--- src/design/clc_pkg.sv ---
// Shared constants and types for the card number check
package clc_pkg;
  localparam int unsigned NumW         = 63;
  localparam int unsigned DefMaxDigits = 19;
  localparam int unsigned CountW       = 5;
  localparam int unsigned SumW         = 8;
  // Decimal digits that a NumW-bit number can have, and their BCD width
  localparam int unsigned BcdDigits    = 19;
  localparam int unsigned BcdW         = 4 * BcdDigits;
  // Binary to BCD conversion: input bits handled per stage, and stage count
  localparam int unsigned BitsPerStage = 3;
  localparam int unsigned ConvStages   = NumW / BitsPerStage;
  localparam int unsigned ShW          = BcdW + NumW;

  typedef enum logic [1:0] {
    BRAND_INVALID = 2'd0,
    BRAND_A       = 2'd1,
    BRAND_B       = 2'd2,
    BRAND_C       = 2'd3
  } brand_e;
endpackage

--- src/design/card_number_luhn_classifier.sv ---
// Top level: pipelined Luhn check and brand classification of card numbers
//
//  channel   | ports                                   | handshake
//  ----------+-----------------------------------------+----------------------
//  request   | card_number_i                           | start_i, busy_o
//  result    | brand_o, checksum_ok_o, digit_count_o   | done_o (one cycle)
//
// The number is turned into 19 BCD digits by shift-and-add-3 over 21 stages of
// three bits each. One stage then counts digits and forms partial Luhn sums, one
// adds the sums and picks the two leading digits, and the output stage classifies
// and registers the result on done_o. A new transaction enters every cycle; busy_o
// stays low. Reset clears only the valid bits. The receiver cannot stall.
module card_number_luhn_classifier
  import clc_pkg::*;
#(
  parameter int unsigned MAX_DIGITS = DefMaxDigits
) (
  input  logic              clk_i,
  input  logic              rst_ni,
  input  logic              start_i,
  output logic              busy_o,
  input  logic [NumW-1:0]   card_number_i,
  output logic              done_o,
  output logic [1:0]        brand_o,
  output logic              checksum_ok_o,
  output logic [CountW-1:0] digit_count_o
);

  localparam int unsigned NumGroups = (BcdDigits + 3) / 4;
  localparam int unsigned PadW      = 16 * NumGroups;
  localparam int unsigned PartW     = 6;

  // Three shift-and-add-3 steps on the BCD and binary halves
  function automatic logic [ShW-1:0] dabble3(logic [ShW-1:0] x);
    logic [ShW-1:0] s;
    s = x;
    for (int b = 0; b < BitsPerStage; b++) begin
      for (int j = 0; j < BcdDigits; j++) begin
        if (s[NumW+4*j +: 4] >= 4'd5) s[NumW+4*j +: 4] = s[NumW+4*j +: 4] + 4'd3;
      end
      s = {s[ShW-2:0], 1'b0};
    end
    return s;
  endfunction

  // Luhn contribution of one digit, doubled or as it is
  function automatic logic [3:0] luhn_add(logic [3:0] d, logic dbl);
    logic [4:0] p;
    logic [3:0] r;
    p = {d, 1'b0};
    if (!dbl) r = d;
    else r = (p > 5'd9) ? 4'(p - 5'd9) : p[3:0];
    return r;
  endfunction

  // True when the sum is a multiple of ten
  function automatic logic is_mult10(logic [SumW-1:0] s);
    logic r;
    r = 1'b0;
    for (int k = 0; k * 10 < (1 << SumW); k++) begin
      if (s == SumW'(k * 10)) r = 1'b1;
    end
    return r;
  endfunction

  logic [ConvStages:0] cv_vld_q;
  logic [ShW-1:0]      cv_sh_q [ConvStages+1];
  logic [ShW-1:0]      cv_sh_d [ConvStages+1];

  assign busy_o = 1'b0;

  // Load the entry stage
  assign cv_sh_d[0] = {BcdW'(0), card_number_i};

  // Convert three input bits per stage
  for (genvar g = 0; g < ConvStages; g++) begin : g_conv
    assign cv_sh_d[g+1] = dabble3(cv_sh_q[g]);
  end

  // Advance the conversion stages
  always_ff @(posedge clk_i or negedge rst_ni) begin
    if (!rst_ni) begin
      cv_vld_q <= '0;
    end else begin
      cv_vld_q <= {cv_vld_q[ConvStages-1:0], start_i};
    end
  end

  always_ff @(posedge clk_i) begin
    cv_sh_q <= cv_sh_d;
  end

  // Count digits and form partial Luhn sums over groups of four digits
  logic [BcdW-1:0]   bcd;
  logic [PadW-1:0]   bcd_pad;
  logic [CountW-1:0] a_cnt_d;
  logic [PartW-1:0]  a_part_d [NumGroups];
  logic              a_vld_q;
  logic [BcdW-1:0]   a_bcd_q;
  logic [CountW-1:0] a_cnt_q;
  logic [PartW-1:0]  a_part_q [NumGroups];

  always_comb begin
    bcd     = cv_sh_q[ConvStages][ShW-1:NumW];
    bcd_pad = PadW'(bcd);
    a_cnt_d = '0;
    for (int i = 0; i < BcdDigits; i++) begin
      if (bcd[4*i +: 4] != 4'd0) a_cnt_d = CountW'(i + 1);
    end
    for (int g = 0; g < NumGroups; g++) begin
      a_part_d[g] = '0;
      for (int j = 0; j < 4; j++) begin
        a_part_d[g] = a_part_d[g] + PartW'(luhn_add(bcd_pad[16*g+4*j +: 4], j[0]));
      end
    end
  end

  always_ff @(posedge clk_i or negedge rst_ni) begin
    if (!rst_ni) begin
      a_vld_q <= 1'b0;
    end else begin
      a_vld_q <= cv_vld_q[ConvStages];
    end
  end

  always_ff @(posedge clk_i) begin
    a_bcd_q  <= bcd;
    a_cnt_q  <= a_cnt_d;
    a_part_q <= a_part_d;
  end

  // Add the partial sums and pick the two leading digits
  logic [BcdW+3:0]   lead_ext;
  logic [SumW-1:0]   b_sum_d;
  logic [3:0]        b_cur_d;
  logic [3:0]        b_prev_d;
  logic              b_vld_q;
  logic [SumW-1:0]   b_sum_q;
  logic [3:0]        b_cur_q;
  logic [3:0]        b_prev_q;
  logic [CountW-1:0] b_cnt_q;

  always_comb begin
    lead_ext = {a_bcd_q, 4'd0};
    b_sum_d  = '0;
    for (int g = 0; g < NumGroups; g++) begin
      b_sum_d = b_sum_d + SumW'(a_part_q[g]);
    end
    b_cur_d  = '0;
    b_prev_d = '0;
    for (int i = 0; i < BcdDigits; i++) begin
      if (a_cnt_q == CountW'(i + 1)) begin
        b_cur_d  = lead_ext[4*i+4 +: 4];
        b_prev_d = lead_ext[4*i +: 4];
      end
    end
  end

  always_ff @(posedge clk_i or negedge rst_ni) begin
    if (!rst_ni) begin
      b_vld_q <= 1'b0;
    end else begin
      b_vld_q <= a_vld_q;
    end
  end

  always_ff @(posedge clk_i) begin
    b_sum_q  <= b_sum_d;
    b_cur_q  <= b_cur_d;
    b_prev_q <= b_prev_d;
    b_cnt_q  <= a_cnt_q;
  end

  // Classify from the last stage
  logic              sat;
  logic              ok_d;
  logic [CountW-1:0] count_d;
  logic [6:0]        pair;
  brand_e            brand_d;
  logic              done_q;
  brand_e            brand_q;
  logic              ok_q;
  logic [CountW-1:0] count_q;

  always_comb begin
    sat     = b_cnt_q > CountW'(MAX_DIGITS);
    ok_d    = !sat && is_mult10(b_sum_q);
    count_d = sat ? CountW'(MAX_DIGITS) : b_cnt_q;
    pair    = 7'(b_cur_q) * 7'd10 + 7'(b_prev_q);
    priority if (!ok_d) begin
      brand_d = BRAND_INVALID;
    end else if (b_cnt_q == CountW'(15) && (pair == 7'd34 || pair == 7'd37)) begin
      brand_d = BRAND_A;
    end else if (b_cnt_q == CountW'(16) && pair > 7'd50 && pair < 7'd56) begin
      brand_d = BRAND_B;
    end else if ((b_cnt_q == CountW'(13) || b_cnt_q == CountW'(16)) && b_cur_q == 4'd4) begin
      brand_d = BRAND_C;
    end else begin
      brand_d = BRAND_INVALID;
    end
  end

  always_ff @(posedge clk_i or negedge rst_ni) begin
    if (!rst_ni) begin
      done_q <= 1'b0;
    end else begin
      done_q <= b_vld_q;
    end
  end

  always_ff @(posedge clk_i) begin
    brand_q <= brand_d;
    ok_q    <= ok_d;
    count_q <= count_d;
  end

  assign done_o        = done_q;
  assign brand_o       = brand_q;
  assign checksum_ok_o = ok_q;
  assign digit_count_o = count_q;

  // A brand needs a passing checksum
  a_brand_ok: assert property (@(posedge clk_i) disable iff (!rst_ni)
    done_o && brand_o != BRAND_INVALID |-> checksum_ok_o)
    else $error("brand without checksum");
  // Count never exceeds the digit limit
  a_count: assert property (@(posedge clk_i) disable iff (!rst_ni)
    done_o |-> digit_count_o <= CountW'(MAX_DIGITS))
    else $error("digit count too large");
  // Result follows the classify stage valid
  a_done: assert property (@(posedge clk_i) disable iff (!rst_ni)
    b_vld_q |=> done_o)
    else $error("result lost");

endmodule
--- config.mk ---
export PLATFORM = sky130hd
export DESIGN_NAME = card_number_luhn_classifier
export DESIGN_NICKNAME = d
export VERILOG_FILES = /design/src/design/clc_pkg.sv /design/src/design/card_number_luhn_classifier.sv
export SDC_FILE = /design/constraint.sdc
export NUM_CORES = 2
export LEC_CHECK = 0
export CAP_MARGIN = 30
export CELL_PAD_IN_SITES_DETAIL_PLACEMENT = 1
export CELL_PAD_IN_SITES_GLOBAL_PLACEMENT = 2
export CORE_ASPECT_RATIO = 0.75
export CORE_MARGIN = 2
export CORE_UTILIZATION = 42
export CTS_CLUSTER_DIAMETER = 60
export DETAILED_ROUTE_END_ITERATION = 10
export DONT_BUFFER_PORTS = 1
export GPL_TIMING_DRIVEN = 1
export PLACE_DENSITY = 0.82
export SLEW_MARGIN = 10
export SYNTH_ARGS = -nofsm -noshare
export SYNTH_HDL_FRONTEND = slang
export SYNTH_SLANG_ARGS = --single-unit
--- constraint.sdc ---
create_clock -name clk_i -period 4.5 [get_ports clk_i]
set_clock_uncertainty 0.2 [all_clocks]
set_input_delay 0.675 -clock clk_i [delete_from_list [all_inputs] [get_ports clk_i]]
set_output_delay 0.675 -clock clk_i [all_outputs]
set_load 0.005 [all_outputs]
-- Word level (Yosys, flattened, before mapping)
Index checks and enable logic that the tools add are counted.
- bits in read-only memories: 0
- memories: 0
- output and inout bits: 10
- bits in latches: 0
- bits in writable memories: 0
- bits in registers: 2226
- shift-type cells: 0
- $mul: 1
- $lt $le $gt $ge: 1019
- multiplexer cells: 1100
- bitwise gates (word level): 1
- divide/modulo/power cells: 0
- add/sub/neg operators: 1035
- reductions and logical operators: 31
- eq/ne operators: 50
- operators by type and width (cell ; number):
    4-bit 2-to-1 mux ; 991
    4-bit by 3-bit greater-or-equal comparator with 1-bit output (second input constant) ; 988
    4-bit by 2-bit adder with 4-bit output (second input constant) ; 945
    3-bit 2-to-1 mux ; 56
    3-bit by 2-bit adder with 3-bit output (second input constant) ; 43
    8-bit == test (second input constant) ; 13
    4-bit nonzero test ; 19
    5-bit 2-to-1 mux ; 14
    1-bit by 2-bit adder with 3-bit output (both inputs constant) ; 18
    1-bit by 3-bit greater-or-equal comparator with 1-bit output (both inputs constant) ; 18
    5-bit by 4-bit == test with 1-bit output (second input constant) ; 10
    8-bit by 7-bit == test with 1-bit output (second input constant) ; 6
    5-bit by 4-bit > comparator with 1-bit output (second input constant) ; 9
    4-bit subtractor (second input constant) ; 9
    1-bit 2-to-1 mux ; 35
    5-bit by 4-bit adder with 6-bit output ; 5
    4-bit by 4-bit adder with 5-bit output ; 5
    5-bit == test (second input constant) ; 5
    6-bit by 4-bit adder with 6-bit output ; 4
    8-bit by 6-bit == test with 1-bit output (second input constant) ; 3
    5-bit by 3-bit == test with 1-bit output (second input constant) ; 4
    8-bit by 6-bit adder with 8-bit output ; 2
    8-bit by 5-bit == test with 1-bit output (second input constant) ; 2
    7-bit by 6-bit == test with 1-bit output (second input constant) ; 2
    21 further kinds ; 31

-- Logic depth before layout (Yosys ltp)
- depth in word-level cells: 30
- depth in mapped cells: 17
- gate-level depth less buffers: 17

-- Worst setup path after synthesis
OpenSTA, ideal clock, no wires.
- kind: register to register
- from: reg cv_sh_q[207] in the netlist's numbering
- to: reg cv_sh_q, in the netlist bcd[6]
- arrival: 3.312 ns
- path slack: 0.867 ns
- period minus slack after synthesis: 3.633 ns
- stages on the path, launching flop included: 17
- data required time: 4.179 ns
- path through: dfxtp_1 inv_1 ha_1 nor2b_1 a2bb2oi_1 and2_1 inv_1 ha_1 nor2b_1 a2111o_1 o211a_1 xnor2_1 inv_1 ha_1 nor2b_1 o21ai_0 mux2_2
- RTL lines (what ; line ; source):
    start: declaration ; card_number_luhn_classifier.sv:67 ; logic [ShW-1:0] cv_sh_q [ConvStages+1];
    start signal: assignment ; card_number_luhn_classifier.sv:90 ; cv_sh_q <= cv_sh_d;

==> flow_summary.ini <==
[sta]
period_share_pct = 91.7
tightest_slew_ps = 933
setup_viol = 0
final-hold-violation-count = 0
finalMaxSlewViolations = 0
grt_setup_unrepaired = false
period_needed_ps = 4130
fin_tns_setup_ps = 0
fmax_ghz = 0.242
slew-limit-headroom_pct = 37.8

[global_routing]
grt.overflow.total = 0
grt_pass1_vias = 91596
grt_pass1_wl_mm = 437
grt_use_total_pct = 18.6
grt_max_degree = 48
antenna_found_initial = 2

[min_path]
hp-start = cv_sh_d[1712]$_DFF_P_
min_to = cv_sh_d[1576]$_DFF_P_
hold_class = reg2reg
whs_path_depth = 0

[synth]
synthXorXnorAreaFrac_pct = 4.15
synth_area_leaders = dfxtp_1, ha_1, mux2i_1, inv_1, nand2b_1
synth_edf_count = 0
ys_ff_latch = 1751
synth.area.mux_share_pct = 8.79
synth-simple-area-share_pct = 15.9
yosys.area.top_type_share_pct = 30.9
synth_top_family_by_area = compound AO/OA/AOI/OAI gates
async_flop_share_pct = 1.43
synth_area_leader_cell = dfxtp_1
synth_compound_area_share_pct = 18.6
syn_inst = 12491
synthFlopType = dfxtp_1
synth_area_per_cell_sq_um = 8.96
synth_warnings = 0
synthDistinctLibCells = 104
synth_fa_ha_area_share_pct = 15.7
syn_nets = 13926
synth_area_sq_um = 112000
synth-seq-area-share_pct = 31.4

[layout]
seq_area_sq_um = 35200
drive_gt1_share_pct = 5.96
fillCellCount = 30412
multi_input_area_sq_um = 70700
nets = 14096
area_growth_pct = 10.4

[clocking]
clock-sinks = 1751
clk_pin_slew_ps = 60
clockBufferDepth = 4
cts_setup_buffers = 0
cts_tree = built
cts_made_buffers = 200
cts_root_buf = clkbuf_16
clock_latency_ps = 840
htreeDepth = 4

[drt]
via_per_inst = 5.29
dr.first_iter.drc_count = 2814
first_pass_iters = 6
drc = 0
drtAntennaViolNets = 0
wl_per_cell_microns = 15.5
drt-total-wl_mm = 254
via_count = 86711

[floorplanning]
die_h_microns = 451
dieArea_sq_um = 271000
fp.dieW_microns = 600
initial_core_util_pct = 42.1
coreArea_sq_um = 266000
pin_count = 76
num_rows = 164

[worst_setup_path]
rr_endpoint = cv_sh_q[486]$_DFF_P_
path_cells = inv_1 -> ha_1 -> and2b_1 -> o21ai_0 -> and2_1 -> inv_1 -> ha_1 -> nor2b_1 -> a2111oi_0 -> a211oi_2 -> xnor2_1 -> inv_1 -> ha_1 -> nor2b_1 -> o21ai_1 -> mux2_1
r2r_start = cv_sh_q[623]$_DFF_P_
cp_max_fo = 6
cp.depth = 16
crit_slowest_cell = a2111oi_0
worstPathArrival_ps = 4690
crit_buf_inv = 3
r2r_cells = 16
worstSetupEndpointType = flop
worstSetupPathType = reg2reg
cp_slowest_stage_delay_ps = 480
crit_required_ps = 5060
crit_family = compound AO/OA/AOI/OAI gates
rrSetupSlack_ps = 370
startpoint_type = flop

[placement]
port_buffers = 0
dp_hpwl_mm = 198
gp_congestion = 0.815

[flow_run]
drv_cap = 0

[run_status]
status = completed
[layout by cell type, fill, tap and decap left out, drive strengths merged, types with 41 or more instances in the layout]
cell type,n
mux2,266
fa,56
o211ai,94
clkbuf,260
nand2b,511
a211oi,199
o21bai,127
and2,156
xnor2,355
a221oi,100
or2,91
mux2i,670
nor3,250
and2b,97
nor2,538
o2111ai,67
a21o,214
nand3,67
inv,1527
o2111a,52
xor2,175
nor2b,474
o31ai,184
o21a,82
clkinv,41
ha,1313
a2bb2oi,118
o211a,54
dfxtp,1726
or4b,81
a21oi,459
a211o,142
nor3b,183
a31oi,124
dlygate4sd3,65
o21ai,762
nand2,686
[per-stage QoR]
step	hold slack [ps]	std cells	area, sq um	setup slack (ps)	util [%]
after floorplan	110	12491	112000	867	-
after global placement	110	15961	116000	436	43.7
after detailed placement	113	15961	116000	280	43.7
after CTS	44.9	16386	124000	240	46.5
after global routing	74.8	16387	124000	41.5	46.5
final	92.3	16387	124000	373	46.5
[flip-flops by register name, summed over array words and instances, names as in the netlist, 8 cells and up]
register and cells:
a_bcd_q 76, a_part_q 30, b_sum_q 8, bcd 76, cv_sh_d 651, cv_sh_q 859, cv_vld_q 22
[cell usage after synthesis, types with 99 or more instances]
| cell type | number |
|---|---|
| nand2_1 | 686 |
| a21o_1 | 214 |
| a2bb2oi_1 | 118 |
| xor2_1 | 175 |
| o31ai_1 | 164 |
| nand2b_1 | 510 |
| xnor2_1 | 355 |
| mux2i_1 | 670 |
| nor3_1 | 250 |
| dfxtp_1 | 1726 |
| mux2_2 | 263 |
| a21oi_1 | 442 |
| o21ai_1 | 216 |
| nor2b_1 | 474 |
| nor2_1 | 538 |
| a31oi_1 | 124 |
| a221oi_1 | 99 |
| and2_1 | 156 |
| nor3b_1 | 182 |
| o21bai_1 | 127 |
| a211oi_1 | 187 |
| ha_1 | 1313 |
| a211o_1 | 142 |
| o21ai_0 | 537 |
| inv_1 | 1505 |
[kinds of logic (layout without fill, tap and decap cells)]
kind of cell,Yosys count,after routing
simple gates,3263,3263
compound gates,3018,3018
flops,1751,1751
buf+inv,1617,1943
fa+ha+maj,1369,1369
mux,942,942
xor+xnor,530,530
other cells,1,2
[worst max path at each step]
stage	start	end	slack, ps
2_1_floorplan	cv_sh_q[207]$_DFF_P_	bcd[6]$_DFF_P_	870
3_3_place_gp	cv_sh_q[1457]$_DFF_P_	cv_sh_q[1320]$_DFF_P_	440
3_5_place_dp	cv_sh_q[2291]$_DFF_P_	cv_sh_q[2154]$_DFF_P_	280
4_1_cts	cv_sh_q[2291]$_DFF_P_	cv_sh_q[2154]$_DFF_P_	240
5_1_grt	cv_sh_q[1457]$_DFF_P_	cv_sh_q[1320]$_DFF_P_	40
6_report	cv_sh_q[623]$_DFF_P_	cv_sh_q[486]$_DFF_P_	370
[metal layers]
layer	vias to the layer above	GRT usage [%]	wire (microns)
met3	323	2.00	5330
met5	-	0	0
met4	0	4.06	4880
li1	44026	-	-
met1	41782	23.8	122000
met2	580	33.3	122000
[timing repair]
item / 4_1_cts / 5_1_grt
gates resized for setup: 0 / 4
hold buffers: 67 / 0
hold endpoints to repair: 89 / 0
endpoints found under the setup margin: 0 / 2
[final cells by class]
| type | count | share of cell area, % |
|---|---|---|
| repair buffers | 76 | 0.623 |
| clock inverters | 98 | 1.06 |
| well taps | 3569 | 3.61 |
| multi-input cells | 9123 | 57.2 |
| diodes | 1 | 0.00202 |
| flip-flops and latches | 1751 | 28.5 |
| inverters | 1509 | 4.58 |
| clock buffers | 260 | 4.48 |
Power is not shown: default switching activity piles up to over one toggle a cycle in this logic, so the estimate is an artifact.
